<file path="config.mk">
export PLATFORM = sky130hd
export DESIGN_NAME = mmdt_queue
export DESIGN_NICKNAME = d
export VERILOG_FILES = /design/src/mmdt_pkg.sv /design/src/mmdt_queue.sv
export SDC_FILE = /design/constraint.sdc
export NUM_CORES = 1
export LEC_CHECK = 0
export ABC_AREA = 1
export BUFFER_PORTS_ARGS = -buffer_cell sky130_fd_sc_hd__buf_2
export CAP_MARGIN = 20
export CORE_AREA = 2 2 99 101
export CTS_CLUSTER_SIZE = 14
export DETAILED_ROUTE_END_ITERATION = 8
export DIE_AREA = 0 0 101 103
export GPL_TIMING_DRIVEN = 0
export MAX_ROUTING_LAYER = met4
export PLACE_DENSITY = 0.82
export SLEW_MARGIN = 20
export SYNTH_ARGS = -nofsm -noshare
export SYNTH_HDL_FRONTEND = slang
export SYNTH_SLANG_ARGS = --single-unit
</file>
<file path="constraint.sdc">
create_clock -name clk -period 5.1 [get_ports clk]
set_input_delay 0.51 -clock clk [delete_from_list [all_inputs] [get_ports clk]]
set_output_delay 0.51 -clock clk [all_outputs]
set_load 0.02 [all_outputs]
</file>
<file path="src/mmdt_pkg.sv">
`timescale 1ns / 1ps
// ----------------------------------------------------------------------------
// mmdt_pkg - shared types and constants for the MAC move detect table
// Payload structs, result codes, queue sizing and the back-end state type.
// ----------------------------------------------------------------------------
package mmdt_pkg;

  localparam int unsigned TABLE_DEPTH_DEF = 256;
  localparam int unsigned QUEUE_DEPTH     = 2;

  localparam int unsigned MAC_W    = 48;
  localparam int unsigned PORT_W   = 8;
  localparam int unsigned STATUS_W = 3;
  localparam int unsigned EIDX_W   = 8;

  // Result status codes
  localparam logic [STATUS_W-1:0] ST_IGNORED = 3'd0;
  localparam logic [STATUS_W-1:0] ST_HIT     = 3'd1;
  localparam logic [STATUS_W-1:0] ST_MOVED   = 3'd2;
  localparam logic [STATUS_W-1:0] ST_LEARNED = 3'd3;
  localparam logic [STATUS_W-1:0] ST_FULL    = 3'd4;

  typedef struct packed {
    logic [MAC_W-1:0]  mac_address;
    logic [PORT_W-1:0] port_number;
    logic              has_master;
    logic              has_mac;
  } in_item_t;

  typedef struct packed {
    logic [STATUS_W-1:0] status;
    logic [PORT_W-1:0]   previous_port;
    logic [EIDX_W-1:0]   entry_index;
  } out_item_t;

  // Classified request handed from the front end to the back end
  typedef struct packed {
    logic [MAC_W-1:0]  mac;
    logic [PORT_W-1:0] port;
    logic              lookup;
  } cmd_t;

  // Queue status seen by the back end
  typedef struct packed {
    logic empty;
    logic full;
  } q_stat_t;

  typedef enum logic {
    BK_IDLE,
    BK_SCAN
  } back_state_t;

endpackage

</file>
<file path="src/mmdt_queue.sv">
`timescale 1ns / 1ps
// ----------------------------------------------------------------------------
// mmdt_queue - short request queue between front and back end
// Small register FIFO; push and pop may happen in the same cycle.
// ----------------------------------------------------------------------------
module mmdt_queue (
  input  logic              clk,
  input  logic              rst_n,
  input  logic              push,
  input  mmdt_pkg::cmd_t    push_cmd,
  input  logic              pop,
  output mmdt_pkg::cmd_t    head_cmd,
  output mmdt_pkg::q_stat_t q_stat
);

  localparam int unsigned PTR_W = $clog2(mmdt_pkg::QUEUE_DEPTH);
  localparam int unsigned CNT_W = $clog2(mmdt_pkg::QUEUE_DEPTH + 1);

  mmdt_pkg::cmd_t   slot_r [mmdt_pkg::QUEUE_DEPTH];
  logic [PTR_W-1:0] wr_ptr_r, wr_ptr_nxt;
  logic [PTR_W-1:0] rd_ptr_r, rd_ptr_nxt;
  logic [CNT_W-1:0] cnt_r, cnt_nxt;

  always_comb begin
    wr_ptr_nxt = wr_ptr_r;
    rd_ptr_nxt = rd_ptr_r;
    cnt_nxt    = cnt_r;
    if (push) begin
      wr_ptr_nxt = (wr_ptr_r == PTR_W'(mmdt_pkg::QUEUE_DEPTH - 1)) ? '0 : wr_ptr_r + 1'b1;
    end
    if (pop) begin
      rd_ptr_nxt = (rd_ptr_r == PTR_W'(mmdt_pkg::QUEUE_DEPTH - 1)) ? '0 : rd_ptr_r + 1'b1;
    end
    if (push && !pop) begin
      cnt_nxt = cnt_r + 1'b1;
    end else if (pop && !push) begin
      cnt_nxt = cnt_r - 1'b1;
    end
  end

  always_ff @(posedge clk) begin
    if (!rst_n) begin
      wr_ptr_r <= '0;
      rd_ptr_r <= '0;
      cnt_r    <= '0;
    end else begin
      wr_ptr_r <= wr_ptr_nxt;
      rd_ptr_r <= rd_ptr_nxt;
      cnt_r    <= cnt_nxt;
    end
  end

  always_ff @(posedge clk) begin
    if (push) begin
      slot_r[wr_ptr_r] <= push_cmd;
    end
  end

  assign head_cmd     = slot_r[rd_ptr_r];
  assign q_stat.empty = (cnt_r == '0);
  assign q_stat.full  = (cnt_r == CNT_W'(mmdt_pkg::QUEUE_DEPTH));

endmodule

</file>
==> results.py <==
metrics = {
    "run_status": {
        "status": "completed",
    },
    "flow_run": {
        "drv_cap": 0,
    },
    "clock_tree": {
        "cts_sinks": 119,
        "cts_resized": 0,
        "htreeDepth": 4,
        "clock_path_buffers": 2,
        "cts_tree": "done",
        "cts_buffers": 17,
        "postCtsHoldBufs": 0,
        "cts_setup_buffers": 0,
        "clk_latency_ns": 0.49,
        "clk_pin_slew_ns": 0.06,
        "clockRootBuffer": "clkbuf_8",
    },
    "placement": {
        "placedCellCount": 447,
        "port_buffers": 119,
        "dp_hpwl_um": 5020,
        "gp_congestion": 0.715,
    },
    "critical_path": {
        "timing.rr.start": "wr_ptr_r$_SDFFE_PN0P_",
        "cp-end-kind": "output pin",
        "r2r_cells": 2,
        "rr_endpoint": "slot_r[0][38]$_DFFE_PP_",
        "crit_type": "reg2out",
        "r2r_setup_slack_ns": 3.58,
        "path_max_fanout": 10,
        "worstPathRequired_ns": 4.59,
        "startpoint_type": "flip-flop",
        "crit_arrival_ns": 1.71,
        "crit_end": "head_cmd[26]",
    },
    "floorplanning": {
        "initial_core_util_pct": 47.2,
        "die_area_sq_um": 10400,
        "die_x_um": 101,
        "io_pins": 120,
        "rows": 36,
        "core_area_sq_um": 9460,
        "dieHeight_um": 103,
    },
    "yosys": {
        "synth-seq-cells": 119,
        "yosysTopAreaCell": "edfxtp_1",
        "synth_area_leaders": "edfxtp_1 (77%), mux2_4 (10%), mux2_2 (6.8%)",
        "synth.avg_cell_area_sq_um": 21.0,
        "seq_area_frac_synth_pct": 79.0,
        "syn_inst": 212,
        "synth_common_cells": "edfxtp_1 (114), mux2_4 (30), mux2_2 (27), nor2_1 (9)",
        "yosysMostFrequentCell": "edfxtp_1",
        "synth_nets": 274,
        "synth_edf_count": 114,
        "synth_top_area_share_pct": 76.7,
        "yosysUniqueCellTypes": 14,
        "synthFlopType": "edfxtp_1",
        "synth_area_sq_um": 4460,
        "ys_async_sr_fraction_pct": 0,
        "ys.warnings.count": 0,
    },
    "routing": {
        "ant_nets": 0,
        "vias": 2320,
        "wire_per_inst_um": 15.8,
        "wirelength_um": 7590,
        "firstDrtPassIters": 4,
        "drtIter0Drc": 73,
        "drc": 0,
        "viasPerCell": 4.84,
    },
    "final_layout": {
        "area_growth_pct": 31.1,
        "fill_cells": 687,
        "drive_above_1_share_pct": 58.1,
        "final_cells": 479,
        "nets": 414,
        "n_antenna_cell": 0,
    },
    "power": {
        "power.leakage_nw": 2.34,
        "ir_worst_vdd_mv": 0.348,
        "power.density_nw_per_um2": 440,
    },
    "sta": {
        "tns_ns": 0,
        "period_share_pct": 43.6,
        "worstMarginPinSlew_ns": 0.776,
        "skew_ns": 0.00561,
        "finalHoldViolations": 0,
        "slew_violations": 0,
        "finalSetupViolations": 0,
        "rsz0062_at_grt": "no",
        "min_period_ns": 2.22,
        "slew_headroom_pct": 48.1,
        "max_freq_mhz": 450,
    },
    "global_route": {
        "antenna_found_initial": 0,
        "overflow": 0,
        "grt_pass1_vias": 2463,
        "track_usage_pct": 15.5,
        "grt_first_pass_wirelength_um": 11400,
        "grt_max_degree": 58,
    },
    "hold_path": {
        "hold_class": "in2reg",
    },
}
==> metrics by stage <==
stage	util (%)	setup WS (ns)	hold slack [ns]	power [mW]	area, sq um
finish	61.8	2.88	0.200	2.57	5850
global route	61.8	2.81	0.170	2.66	5850
CTS	61.8	2.84	0.173	2.60	5850
detailed placement	55.6	3.20	0.508	1.42	5260
global placement	55.0	0.268	0.476	1.41	5200
floorplan	-	1.68	0.463	1.33	4460
==> layer usage <==
| metal | vias to the layer above | wire length, um | global-route usage (%) |
|---|---|---|---|
| met5 | - | 0 | - |
| met2 | 89 | 4110 | 27.1 |
| met4 | 0 | 149 | 8.52 |
| li1 | 1096 | - | - |
| met1 | 1120 | 2930 | 15.5 |
| met3 | 15 | 399 | 4.81 |
==> area by class of cell <==
| cell class | count | area, sq um | share of cell area [%] |
|---|---|---|---|
| plain buffers | 6 | 55.1 | 0.941 |
| clock buffers | 21 | 429 | 7.34 |
| clock inverters | 11 | 155 | 2.65 |
| inverters | 8 | 32.5 | 0.556 |
| multi-input cells | 79 | 860 | 14.7 |
| flip-flops and latches | 119 | 3520 | 60.2 |
| well taps | 114 | 143 | 2.44 |
| repair buffers | 121 | 651 | 11.1 |
==> report_power, final <==
group	switching, mW	internal [mW]
Clock	0.385	0.786
Sequential	0.0141	1.13
Combinational	0.143	0.113
Total	0.542	2.03
==> sequential cells by signal, summed over array words and instances, names as in the netlist, named ones only <==
name      cells
slot_r      114
cnt_r         2
rd_ptr_r      1
wr_ptr_r      1
==> critical path, stage by stage (launching register included) <==
cell	delay (ns)
dfxtp_1	0.35
buf_6	0.18
buf_6	0.20
mux2_4	0.32
buf_2	0.16
==> kinds of logic after synthesis <==
kind of cell	after synthesis	synth area share, %
DFF	119	79.0
muxes	57	16.9
and+or+nand+nor	19	1.68
buffers and inverters	14	1.91
AOI/OAI and AO/OA	2	0.224
adders and majority gates	1	0.280
==> worst min-delay path by stage <==
stage                                from                 endpoint  slack, ns  cells after the start
floorplan           rd_ptr_r$_SDFFE_PN0P_                flip-flop       0.46                      2
global placement    rd_ptr_r$_SDFFE_PN0P_    rd_ptr_r$_SDFFE_PN0P_       0.48                      2
detailed placement  rd_ptr_r$_SDFFE_PN0P_                flip-flop       0.51                      2
CTS                           push_cmd[6]   slot_r[0][6]$_DFFE_PP_       0.17                      1
global route                 push_cmd[33]  slot_r[0][33]$_DFFE_PP_       0.17                      1
finish                        push_cmd[6]   slot_r[0][6]$_DFFE_PP_       0.20                      1
==> placed cells by master, fill, tap and decap left out <==
cell	count
o21ai_0	1
inv_4	1
clkbuf_16	16
a21oi_1	1
dfxtp_1	5
mux2_2	27
mux2_4	30
clkinv_1	2
clkinvlp_4	1
nand3_1	1
clkbuf_8	1
edfxtp_1	114
buf_16	2
clkbuf_1	4
buf_2	121
nor2_4	1
inv_1	7
bufinv_16	4
ha_1	1
clkinv_2	4
nor2_1	8
nand4_1	1
nand2_1	8
buf_6	4
Power figures use the tool's default switching activity.
